[config.mk]
export PLATFORM = sky130hd
export DESIGN_NAME = masked_line_input_editor_unit
export DESIGN_NICKNAME = d
export VERILOG_FILES = /design/src/design/mlie_pkg.sv /design/src/design/masked_line_input_editor_unit.sv /design/src/design/mlie_ram.sv /design/src/design/mlie_front.sv /design/src/design/mlie_queue.sv /design/src/design/mlie_back.sv
export SDC_FILE = /design/constraint.sdc
export NUM_CORES = 1
export LEC_CHECK = 0
export ABC_AREA = 1
export ABC_CLOCK_PERIOD_IN_PS = 7000
export BUFFER_PORTS_ARGS = -buffer_cell sky130_fd_sc_hd__buf_4
export CAP_MARGIN = 20
export CELL_PAD_IN_SITES_DETAIL_PLACEMENT = 0
export CELL_PAD_IN_SITES_GLOBAL_PLACEMENT = 1
export CORE_ASPECT_RATIO = 1.2
export CORE_MARGIN = 5
export CORE_UTILIZATION = 23
export CTS_CLUSTER_SIZE = 24
export DETAILED_ROUTE_END_ITERATION = 6
export GPL_TIMING_DRIVEN = 0
export HOLD_SLACK_MARGIN = 0.05
export PLACE_DENSITY = 0.54
export SETUP_SLACK_MARGIN = 0.1
export SYNTH_ARGS = -nofsm -noshare
export SYNTH_HDL_FRONTEND = slang
export SYNTH_SLANG_ARGS = --single-unit
[constraint.sdc]
create_clock -name clk_i -period 7 [get_ports clk_i]
set_clock_uncertainty 0.1 [all_clocks]
set_input_delay 0.7 -clock clk_i [delete_from_list [all_inputs] [get_ports clk_i]]
set_output_delay 0.7 -clock clk_i [all_outputs]
set_load 0.01 [all_outputs]
[src/design/mlie_pkg.sv]
`timescale 1ns / 1ps

package mlie_pkg;

  // line store geometry
  localparam int LINE_DEPTH = 64;
  localparam int LINE_AW    = (LINE_DEPTH > 1) ? $clog2(LINE_DEPTH) : 1;
  localparam int LEN_W      = $clog2(LINE_DEPTH + 1);

  // field widths of the work items
  localparam int CMD_W   = 3;
  localparam int BYTE_W  = 8;
  localparam int IDX_W   = 6;
  localparam int MODE_W  = 2;
  localparam int OLEN_W  = 7;
  localparam int TICK_W  = 16;
  localparam int MAXL_W  = 7;

  // stream and register port widths
  localparam int S_DATA_W = 16;
  localparam int M_DATA_W = 32;
  localparam int APB_AW   = 4;
  localparam int APB_DW   = 32;

  // decoupling queue between front and back
  localparam int QDEPTH = 4;
  localparam int QAW    = $clog2(QDEPTH);
  localparam int QCW    = $clog2(QDEPTH + 1);

  // echo sequencing
  localparam int ECHO_W   = 4;
  localparam int TMSG_LEN = 12;

  // control bytes
  localparam logic [7:0] CH_LF    = 8'h0A;
  localparam logic [7:0] CH_CR    = 8'h0D;
  localparam logic [7:0] CH_BS    = 8'h08;
  localparam logic [7:0] CH_DEL   = 8'h7F;
  localparam logic [7:0] CH_SPACE = 8'h20;

  // register reset values
  localparam logic [TICK_W-1:0] TIMEOUT_RST = 16'd30000;
  localparam logic [7:0]        MASK_RST    = 8'h2A;
  localparam logic [MAXL_W-1:0] MAXL_RST    = 7'd64;

  typedef enum logic [1:0] {
    REG_TIMEOUT = 2'd0,
    REG_MASK    = 2'd1,
    REG_MAXLEN  = 2'd2,
    REG_NONE    = 2'd3
  } reg_idx_e;

  typedef enum logic [CMD_W-1:0] {
    CMD_START  = 3'd0,
    CMD_BYTE   = 3'd1,
    CMD_TICK   = 3'd2,
    CMD_CANCEL = 3'd3,
    CMD_READ   = 3'd4
  } cmd_e;

  typedef enum logic [MODE_W-1:0] {
    MODE_IDLE = 2'd0,
    MODE_WAIT = 2'd1,
    MODE_RCVD = 2'd2,
    MODE_CANC = 2'd3
  } mode_e;

  typedef enum logic [2:0] {
    ECHO_NONE    = 3'd0,
    ECHO_CRLF    = 3'd1,
    ECHO_ERASE   = 3'd2,
    ECHO_MASK    = 3'd3,
    ECHO_TIMEOUT = 3'd4
  } echo_kind_e;

  typedef struct packed {
    logic [TICK_W-1:0] timeout;
    logic [7:0]        mask;
    logic [MAXL_W-1:0] max_len;
  } cfg_t;

  // one classified item, waiting for the back end
  typedef struct packed {
    echo_kind_e       kind;
    logic [7:0]       mask;
    mode_e            mode;
    logic [LEN_W-1:0] len;
    logic             rvalid;
    logic [7:0]       rchar;
  } job_t;

  typedef struct packed {
    logic            empty;
    logic [QCW-1:0]  cnt;
  } q_stat_t;

  localparam logic [7:0] TIMEOUT_MSG [TMSG_LEN] = '{
    8'h0A, 8'h5B, 8'h54, 8'h49, 8'h4D, 8'h45,
    8'h4F, 8'h55, 8'h54, 8'h5D, 8'h0D, 8'h0A
  };

  function automatic logic [ECHO_W-1:0] echo_len(echo_kind_e kind);
    logic [ECHO_W-1:0] n;
    case (kind)
      ECHO_CRLF:    n = 4'd2;
      ECHO_ERASE:   n = 4'd3;
      ECHO_MASK:    n = 4'd1;
      ECHO_TIMEOUT: n = 4'(TMSG_LEN);
      default:      n = 4'd0;
    endcase
    return n;
  endfunction

  function automatic logic [7:0] echo_byte(echo_kind_e kind, logic [ECHO_W-1:0] k,
                                           logic [7:0] mask);
    logic [7:0] b;
    case (kind)
      ECHO_CRLF:    b = (k == 4'd0) ? CH_CR : CH_LF;
      ECHO_ERASE:   b = (k == 4'd1) ? CH_SPACE : CH_BS;
      ECHO_MASK:    b = mask;
      ECHO_TIMEOUT: b = (32'(k) < TMSG_LEN) ? TIMEOUT_MSG[k] : 8'h00;
      default:      b = 8'h00;
    endcase
    return b;
  endfunction

endpackage

[src/design/masked_line_input_editor_unit.sv]
`timescale 1ns / 1ps

// channel   | dir | handshake                   | payload
// s_axis    | in  | s_axis_tvalid/s_axis_tready | tuser cmd; tdata data_byte, read_index
// m_axis    | out | m_axis_tvalid/m_axis_tready | tuser is_echo; tlast last; tdata status
// apb       | in  | psel/penable, pready high   | timeout_ticks, mask_char, max_length
//
// The front end takes one item per cycle while the four-entry job queue has room;
// every item then passes the front's store read stage, counted against that room.
// The back end sends one result per cycle while the receiver is ready; each item gives
// its echo bytes (12 for the timeout message), then a status, set by the echo sequencer.
// Reset is asynchronous and active low; the line store itself is not cleared.
// A stalled output only backs up the queue, so the input keeps flowing until it fills.
module masked_line_input_editor_unit (
  input  logic                          clk_i,
  input  logic                          rst_ni,
  input  logic                          s_axis_tvalid,
  output logic                          s_axis_tready,
  // [7:0] data_byte, [13:8] read_index, [15:14] zero
  input  logic [mlie_pkg::S_DATA_W-1:0] s_axis_tdata,
  // [2:0] cmd
  input  logic [mlie_pkg::CMD_W-1:0]    s_axis_tuser,
  output logic                          m_axis_tvalid,
  input  logic                          m_axis_tready,
  // [7:0] echo_byte, [9:8] mode, [16:10] line_length, [24:17] read_char,
  // [25] read_valid, [31:26] zero
  output logic [mlie_pkg::M_DATA_W-1:0] m_axis_tdata,
  // [0] is_echo
  output logic                          m_axis_tuser,
  output logic                          m_axis_tlast,
  input  logic                          psel,
  input  logic                          penable,
  input  logic                          pwrite,
  input  logic [mlie_pkg::APB_AW-1:0]   paddr,
  input  logic [mlie_pkg::APB_DW-1:0]   pwdata,
  output logic [mlie_pkg::APB_DW-1:0]   prdata,
  output logic                          pready
);
  import mlie_pkg::*;

  cfg_t      cfg_q;
  logic      cfg_we;
  reg_idx_e  reg_idx;
  job_t      push_job;
  job_t      head_job;
  logic      push;
  logic      pop;
  q_stat_t   q_stat;

  assign pready  = 1'b1;
  assign cfg_we  = psel && penable && pwrite;
  assign reg_idx = reg_idx_e'(paddr[3:2]);

  // configuration registers
  always_ff @(posedge clk_i or negedge rst_ni) begin
    if (!rst_ni) begin
      cfg_q.timeout <= TIMEOUT_RST;
      cfg_q.mask    <= MASK_RST;
      cfg_q.max_len <= MAXL_RST;
    end else if (cfg_we) begin
      case (reg_idx)
        REG_TIMEOUT: cfg_q.timeout <= pwdata[TICK_W-1:0];
        REG_MASK:    cfg_q.mask    <= pwdata[7:0];
        REG_MAXLEN:  cfg_q.max_len <= pwdata[MAXL_W-1:0];
        default: begin
        end
      endcase
    end
  end

  // register read back
  always_comb begin
    case (reg_idx)
      REG_TIMEOUT: prdata = {{(APB_DW-TICK_W){1'b0}}, cfg_q.timeout};
      REG_MASK:    prdata = {24'd0, cfg_q.mask};
      REG_MAXLEN:  prdata = {{(APB_DW-MAXL_W){1'b0}}, cfg_q.max_len};
      default:     prdata = '0;
    endcase
  end

  mlie_front u_front (
    .clk_i      (clk_i),
    .rst_ni     (rst_ni),
    .cfg_i      (cfg_q),
    .in_valid_i (s_axis_tvalid),
    .in_ready_o (s_axis_tready),
    .in_cmd_i   (s_axis_tuser),
    .in_byte_i  (s_axis_tdata[7:0]),
    .in_idx_i   (s_axis_tdata[13:8]),
    .q_stat_i   (q_stat),
    .push_o     (push),
    .job_o      (push_job)
  );

  mlie_queue u_queue (
    .clk_i      (clk_i),
    .rst_ni     (rst_ni),
    .push_i     (push),
    .push_job_i (push_job),
    .pop_i      (pop),
    .head_o     (head_job),
    .stat_o     (q_stat)
  );

  mlie_back u_back (
    .clk_i         (clk_i),
    .rst_ni        (rst_ni),
    .head_i        (head_job),
    .q_stat_i      (q_stat),
    .pop_o         (pop),
    .out_valid_o   (m_axis_tvalid),
    .out_ready_i   (m_axis_tready),
    .out_data_o    (m_axis_tdata),
    .out_is_echo_o (m_axis_tuser),
    .out_last_o    (m_axis_tlast)
  );

endmodule

[src/design/mlie_ram.sv]
`timescale 1ns / 1ps

module mlie_ram #(
  parameter int WIDTH = 8,
  parameter int DEPTH = 64,
  parameter int AW    = (DEPTH > 1) ? $clog2(DEPTH) : 1
) (
  input  logic             clk_i,
  input  logic             we_i,
  input  logic [AW-1:0]    addr_i,
  input  logic [WIDTH-1:0] wdata_i,
  output logic [WIDTH-1:0] rdata_o
);

  logic [WIDTH-1:0] mem_q [DEPTH];
  logic [WIDTH-1:0] rdata_q;

  // single port, registered read
  always_ff @(posedge clk_i) begin
    if (we_i) begin
      mem_q[addr_i] <= wdata_i;
    end
    rdata_q <= mem_q[addr_i];
  end

  assign rdata_o = rdata_q;

endmodule

[src/design/mlie_front.sv]
`timescale 1ns / 1ps

module mlie_front (
  input  logic                              clk_i,
  input  logic                              rst_ni,
  input  mlie_pkg::cfg_t                    cfg_i,
  input  logic                              in_valid_i,
  output logic                              in_ready_o,
  input  logic [mlie_pkg::CMD_W-1:0]        in_cmd_i,
  input  logic [mlie_pkg::BYTE_W-1:0]       in_byte_i,
  input  logic [mlie_pkg::IDX_W-1:0]        in_idx_i,
  input  mlie_pkg::q_stat_t                 q_stat_i,
  output logic                              push_o,
  output mlie_pkg::job_t                    job_o
);
  import mlie_pkg::*;

  mode_e             mode_q, mode_d;
  logic [LEN_W-1:0]  len_q, len_d;
  logic [TICK_W-1:0] elapsed_q, elapsed_d;
  logic              consumed_q, consumed_d;

  logic              accept;
  logic              ram_we;
  logic [LINE_AW-1:0] ram_addr;
  logic [7:0]        ram_rdata;
  logic [TICK_W-1:0] elapsed_inc;
  logic [IDX_W+LINE_AW-1:0] idx_wide;

  job_t              job_d;
  logic              hit_d;
  logic              s1_v_q;
  job_t              s1_job_q;
  logic              s1_hit_q;

  // room for the item in flight and this one
  assign in_ready_o = (32'(q_stat_i.cnt) + 32'(s1_v_q)) < QDEPTH;
  assign accept     = in_valid_i && in_ready_o;

  assign elapsed_inc = (in_cmd_i == CMD_TICK && elapsed_q != '1) ? elapsed_q + 1'b1
                                                                  : elapsed_q;
  assign idx_wide    = {{LINE_AW{1'b0}}, in_idx_i};

  // classify the item and work out the next line state
  always_comb begin
    mode_d     = mode_q;
    len_d      = len_q;
    elapsed_d  = elapsed_q;
    consumed_d = consumed_q;
    ram_we     = 1'b0;
    ram_addr   = idx_wide[LINE_AW-1:0];
    job_d.kind = ECHO_NONE;
    job_d.mask = cfg_i.mask;
    job_d.rvalid = 1'b0;
    job_d.rchar  = 8'h00;
    hit_d      = 1'b0;
    case (cmd_e'(in_cmd_i))
      CMD_START: begin
        mode_d     = MODE_WAIT;
        len_d      = '0;
        consumed_d = 1'b0;
        elapsed_d  = '0;
      end
      CMD_BYTE, CMD_TICK: begin
        if (consumed_q && mode_q == MODE_RCVD) begin
          mode_d = MODE_IDLE;
        end else if (mode_q == MODE_WAIT) begin
          elapsed_d = elapsed_inc;
          if (elapsed_inc >= cfg_i.timeout) begin
            mode_d     = MODE_CANC;
            len_d      = '0;
            consumed_d = 1'b0;
            job_d.kind = ECHO_TIMEOUT;
          end else if (in_cmd_i == CMD_BYTE) begin
            if (in_byte_i == CH_LF || in_byte_i == CH_CR) begin
              mode_d     = MODE_RCVD;
              job_d.kind = ECHO_CRLF;
            end else if (in_byte_i == CH_BS || in_byte_i == CH_DEL) begin
              if (len_q != '0) begin
                len_d      = len_q - 1'b1;
                job_d.kind = ECHO_ERASE;
              end
            end else if (in_byte_i >= CH_SPACE) begin
              if (32'(len_q) < 32'(cfg_i.max_len) && 32'(len_q) < LINE_DEPTH) begin
                ram_we     = 1'b1;
                ram_addr   = len_q[LINE_AW-1:0];
                len_d      = len_q + 1'b1;
                job_d.kind = ECHO_MASK;
              end
            end
          end
        end
      end
      CMD_CANCEL: begin
        mode_d     = MODE_CANC;
        len_d      = '0;
        consumed_d = 1'b0;
      end
      CMD_READ: begin
        if (mode_q == MODE_RCVD) begin
          consumed_d   = 1'b1;
          job_d.rvalid = 1'b1;
          hit_d        = 32'(in_idx_i) < 32'(len_q);
        end
      end
      default: begin
      end
    endcase
    job_d.mode = mode_d;
    job_d.len  = len_d;
  end

  mlie_ram #(
    .WIDTH (8),
    .DEPTH (LINE_DEPTH)
  ) u_line_ram (
    .clk_i   (clk_i),
    .we_i    (accept && ram_we),
    .addr_i  (ram_addr),
    .wdata_i (in_byte_i),
    .rdata_o (ram_rdata)
  );

  // line state registers
  always_ff @(posedge clk_i or negedge rst_ni) begin
    if (!rst_ni) begin
      mode_q     <= MODE_IDLE;
      len_q      <= '0;
      elapsed_q  <= '0;
      consumed_q <= 1'b0;
      s1_v_q     <= 1'b0;
    end else begin
      s1_v_q <= accept;
      if (accept) begin
        mode_q     <= mode_d;
        len_q      <= len_d;
        elapsed_q  <= elapsed_d;
        consumed_q <= consumed_d;
      end
    end
  end

  // second stage waits for the store read
  always_ff @(posedge clk_i) begin
    if (accept) begin
      s1_job_q <= job_d;
      s1_hit_q <= hit_d;
    end
  end

  always_comb begin
    job_o       = s1_job_q;
    job_o.rchar = s1_hit_q ? ram_rdata : 8'h00;
  end

  assign push_o = s1_v_q;

endmodule

[src/design/mlie_queue.sv]
`timescale 1ns / 1ps

module mlie_queue (
  input  logic              clk_i,
  input  logic              rst_ni,
  input  logic              push_i,
  input  mlie_pkg::job_t    push_job_i,
  input  logic              pop_i,
  output mlie_pkg::job_t    head_o,
  output mlie_pkg::q_stat_t stat_o
);
  import mlie_pkg::*;

  job_t            slot_q [QDEPTH];
  logic [QAW-1:0]  wr_ptr_q, rd_ptr_q;
  logic [QCW-1:0]  cnt_q;
  logic            full;

  assign full         = 32'(cnt_q) == QDEPTH;
  assign stat_o.empty = cnt_q == '0;
  assign stat_o.cnt   = cnt_q;
  assign head_o       = slot_q[rd_ptr_q];

  // pointers and fill count
  always_ff @(posedge clk_i or negedge rst_ni) begin
    if (!rst_ni) begin
      wr_ptr_q <= '0;
      rd_ptr_q <= '0;
      cnt_q    <= '0;
    end else begin
      if (push_i) begin
        wr_ptr_q <= (32'(wr_ptr_q) == QDEPTH - 1) ? '0 : wr_ptr_q + 1'b1;
      end
      if (pop_i) begin
        rd_ptr_q <= (32'(rd_ptr_q) == QDEPTH - 1) ? '0 : rd_ptr_q + 1'b1;
      end
      if (push_i && !pop_i) begin
        cnt_q <= cnt_q + 1'b1;
      end else if (pop_i && !push_i) begin
        cnt_q <= cnt_q - 1'b1;
      end
    end
  end

  // slot storage
  always_ff @(posedge clk_i) begin
    if (push_i) begin
      slot_q[wr_ptr_q] <= push_job_i;
    end
  end

  a_no_overflow: assert property (@(posedge clk_i) disable iff (!rst_ni)
    !(push_i && full && !pop_i))
    else $error("queue push while full");

  a_no_underflow: assert property (@(posedge clk_i) disable iff (!rst_ni)
    !(pop_i && stat_o.empty))
    else $error("queue pop while empty");

endmodule

[src/design/mlie_back.sv]
`timescale 1ns / 1ps

module mlie_back (
  input  logic                          clk_i,
  input  logic                          rst_ni,
  input  mlie_pkg::job_t                head_i,
  input  mlie_pkg::q_stat_t             q_stat_i,
  output logic                          pop_o,
  output logic                          out_valid_o,
  input  logic                          out_ready_i,
  output logic [mlie_pkg::M_DATA_W-1:0] out_data_o,
  output logic                          out_is_echo_o,
  output logic                          out_last_o
);
  import mlie_pkg::*;

  logic [ECHO_W-1:0] k_q, k_d;
  logic              out_v_q, out_v_d;
  logic              load;
  logic              emit;
  logic              is_status;
  logic [ECHO_W-1:0] n_echo;

  logic              is_echo_q;
  logic [7:0]        echo_q;
  logic [MODE_W-1:0] mode_q;
  logic [OLEN_W-1:0] len_q;
  logic [7:0]        rchar_q;
  logic              rvalid_q;
  logic              last_q;

  assign n_echo    = echo_len(head_i.kind);
  assign load      = !out_v_q || out_ready_i;
  assign emit      = load && !q_stat_i.empty;
  assign is_status = k_q == n_echo;
  assign pop_o     = emit && is_status;

  // echo position and output valid
  always_comb begin
    k_d     = k_q;
    out_v_d = out_v_q;
    if (load) begin
      out_v_d = emit;
    end
    if (emit) begin
      k_d = is_status ? '0 : k_q + 1'b1;
    end
  end

  always_ff @(posedge clk_i or negedge rst_ni) begin
    if (!rst_ni) begin
      k_q     <= '0;
      out_v_q <= 1'b0;
    end else begin
      k_q     <= k_d;
      out_v_q <= out_v_d;
    end
  end

  // output register
  always_ff @(posedge clk_i) begin
    if (emit) begin
      is_echo_q <= !is_status;
      echo_q    <= is_status ? 8'h00 : echo_byte(head_i.kind, k_q, head_i.mask);
      mode_q    <= head_i.mode;
      len_q     <= OLEN_W'(head_i.len);
      rchar_q   <= is_status ? head_i.rchar : 8'h00;
      rvalid_q  <= is_status && head_i.rvalid;
      last_q    <= is_status;
    end
  end

  assign out_valid_o   = out_v_q;
  assign out_is_echo_o = is_echo_q;
  assign out_last_o    = last_q;
  assign out_data_o    = {6'd0, rvalid_q, rchar_q, len_q, mode_q, echo_q};

  a_pop_gives_status: assert property (@(posedge clk_i) disable iff (!rst_ni)
    pop_o |=> out_v_q && last_q && !is_echo_q)
    else $error("status not loaded when job retired");

  a_echo_in_range: assert property (@(posedge clk_i) disable iff (!rst_ni)
    !q_stat_i.empty |-> k_q <= n_echo)
    else $error("echo position past job length");

endmodule

==> metrics.txt <==
status finished clean; Antenna Cells 0; port buffer count 86; Comb power frac 19.6%; PwrDens 317.2 nW/µm²; routed vias 21890; Worst Hold Depth 2; ANT nets after route 0; Static Leak 15.40 nW; clock latency at the later pin of the worst-skew pair 0.68 ns; Crit path max-delay family simple AND/OR/NAND/NOR gates; syn_area_per_cell 11.05 µm²; Max IR drop VDD 0.1887 mV; Synth Cell Area 33290 µm²; initial core utilization 23.07%; Setup TNS Final 0 ns; critical path required time 7.42 ns; CORE AREA 144300 µm²; met3 GRT Util 1.888%; Die Area 152500 µm²; Psw 3.867 mW; DR vias/cell 4.186; RePlAce Congestion 0.8378; Reg-to-Reg End u_front.u_line_ram.rdata_o[4]; row count 153; Root Driver clkbuf_16; WS Path Type reg2reg; CP max stage cell buf_2; initial antenna violation count 1; Remaining Overflow, GRT 0; vias in the first global route 21440; CTS Buf Count 88; MaxCap Viol Count 0; most frequent cell after synthesis edfxtp_1; flop-to-flop setup slack 0.55 ns; CTS tree yes; R2R Path Start u_front.elapsed_q[0]; Initial DRC Count 1341; most used routing layer met2; sink of the worst hold path u_back.out_valid_o; HPWL after DPL 70000 µm; type of the most critical hold path in2reg; Clock Power Share 36.3%; Sink Count 756; Final min period 6.455 ns; internal power 8.811 mW; clk buf depth 3; Netlist cell types 53; Synth area leader edfxtp_1; register area share after synthesis 66.94%; hold path start m_axis_tready; Post-Syn Instances 3014; global-route wire length before repair 149000 µm; met1 Use GR 16.76%; crit-path max cell delay 0.41 ns; die span in x 357.3 µm; Ys Warns 0; WL per Instance 19.75 µm; Area Overhead vs Synth 20.07%; crit end category flop; drt drc 0; CP most frequent cell nand2_1; most frequent cells after synthesis 678 x edfxtp_1, 600 x nand2_1, 398 x inv_1; DR pass1 iterations 5; max-slew violation count 0; die extent in y 426.8 µm; critical path arrival 6.87 ns; total track usage 13.35%; layout cells sized above 1 16.25%; part of the cycle the worst path needs 92.21%; Clk pin slew, worst setup/hold paths 0.06 ns; Post-synth ARST share 9.259%; nature of the critical path startpoint flop; CTS HTree Levels 3; Max Clock Freq 0.1549 GHz; Post-synth top flop edfxtp_1; EDFF count, synth 678; Filler cells 15160; Fin. Hold Viols 0; met2 usage 23.70%; Final nets 3321; reg2reg path depth 29; Crit path buffers/inverters 3; final hold slack 0.1378 ns; Max transition margin 33.94%; pin count of the biggest net entering global routing 71; switching part of the total power 30.50%; Synth top area share 61.15%; io pins 131; RSZ-0062 raised after global routing false; Reg power frac 44.1%; Routed WL 103300 µm; Tightest Pin Transition 0.9910 ns; Area contributors post-synth edfxtp_1 61%, nand2_1 6.8%, inv_1 4.5%; #FFs+latches synth 756; crit-path max FO 10; setup violators final 0
-- routing by layer --
metal  part of all wire [%]  vias to the layer above
met3                    3.9                      138
met5                      0                        -
met2                     51                      511
met4                    3.1                        0
li1                       -                    10570
met1                     42                    10670
-- cell families after synthesis --
kind of cell / synth area share (%)
AO/OA/AOI/OAI: 7.013
XOR/XNOR: 0.6314
adder cells (fa/ha/maj): 1.563
buffers and inverters: 7.047
flip-flops: 66.94
other: 0.02256
AND/OR/NAND/NOR: 16.79
-- cell usage in the layout (no fill, tap or decap), types with 9 or more instances in the layout --
| cell | n |
|---|---|
| a21oi_1 | 54 |
| buf_2 | 44 |
| buf_4 | 125 |
| clkbuf_1 | 71 |
| clkbuf_16 | 89 |
| clkinv_1 | 25 |
| clkinv_2 | 11 |
| conb_1 | 23 |
| dfrtp_1 | 59 |
| dfstp_2 | 11 |
| edfxtp_1 | 678 |
| ha_1 | 40 |
| inv_1 | 395 |
| inv_2 | 11 |
| nand2_1 | 598 |
| nand3_1 | 194 |
| nand4_1 | 9 |
| nor2_1 | 153 |
| nor2_2 | 12 |
| nor2_4 | 58 |
| nor3_1 | 15 |
| o211ai_1 | 91 |
| o21ai_0 | 116 |
| o21ai_1 | 63 |
| o22ai_1 | 28 |
| or2_1 | 71 |
| or2_2 | 106 |
| xor2_1 | 22 |
-- what timing repair did --
item	4_1_cts	5_1_grt
setup buffers	0	1
setup endpoints to repair	449	515
pin swaps	0	1
endpoints found under the hold margin	0	9
hold buffers	0	1
resized for setup	113	27
-- registers in the layout, indices dropped and copies added, names as in the netlist, 2 cells and up --
name	flops
u_back.echo_q	8
u_front.mode_q	2
u_back.mode_q	2
u_front.u_line_ram.rdata_o	8
u_front.u_line_ram.mem_q	512
u_front.elapsed_q	16
u_queue.rd_ptr_q	2
u_front.len_q	7
u_back.k_q	4
u_queue.slot_q	116
cfg_q	31
u_queue.wr_ptr_q	2
u_front.job_o	21
u_queue.cnt_q	3
u_back.len_q	7
u_back.rchar_q	8
-- metrics by stage --
step | worst slack (ns) | instances | power (mW) | utilization (%) | instance area [µm²]
after global routing | 0.09860 | 5229 | 13.33 | 27.69 | 39970
after floorplan | 1.913 | 3035 | 7.124 | - | 33370
final | 0.5454 | 5229 | 12.68 | 27.69 | 39970
after global placement | -1.063 | 5058 | 8.186 | 25.25 | 36440
after detailed placement | -1.140 | 5062 | 8.213 | 25.30 | 36520
after CTS | -0.02653 | 5226 | 12.85 | 27.58 | 39810
-- final cells by class --
| type | instances | area [µm²] | area share (%) |
|---|---|---|---|
| Clock inverter | 53 | 553.0 | 1.383 |
| Timing Repair Buffer | 93 | 765.7 | 1.916 |
| Tap cell | 1937 | 2424 | 6.063 |
| Clock buffer | 111 | 2320 | 5.803 |
| Inverter | 413 | 1558 | 3.897 |
| Sequential cell | 756 | 22290 | 55.75 |
| Buffer | 144 | 794.5 | 1.988 |
| Multi-Input combinational cell | 1722 | 9275 | 23.20 |
-- power by group through the flow --
stage	registers, mW	clock network (mW)	logic [mW]
after floorplan	5.65	0	1.47
after global placement	5.69	0	2.50
after detailed placement	5.69	0	2.52
after CTS	5.60	4.71	2.55
after global routing	5.63	4.91	2.79
final	5.59	4.60	2.49
-- how the worst max path moves through the flow --
stage,end,slack [ns],from,depth (start not counted)
2_1_floorplan,u_front.u_line_ram.mem_q[0][0],1.91,s_axis_tuser[2],23
3_3_place_gp,u_front.u_line_ram.mem_q[60][2],-1.06,s_axis_tuser[1],23
3_5_place_dp,u_front.u_line_ram.mem_q[28][1],-1.14,s_axis_tuser[1],23
4_1_cts,u_front.u_line_ram.mem_q[34][4],-0.03,u_front.elapsed_q[0],24
5_1_grt,u_front.u_line_ram.mem_q[18][0],0.1,u_front.elapsed_q[0],24
6_report,u_front.u_line_ram.rdata_o[4],0.55,u_front.elapsed_q[0],29
(Power assumes the default switching activity.)
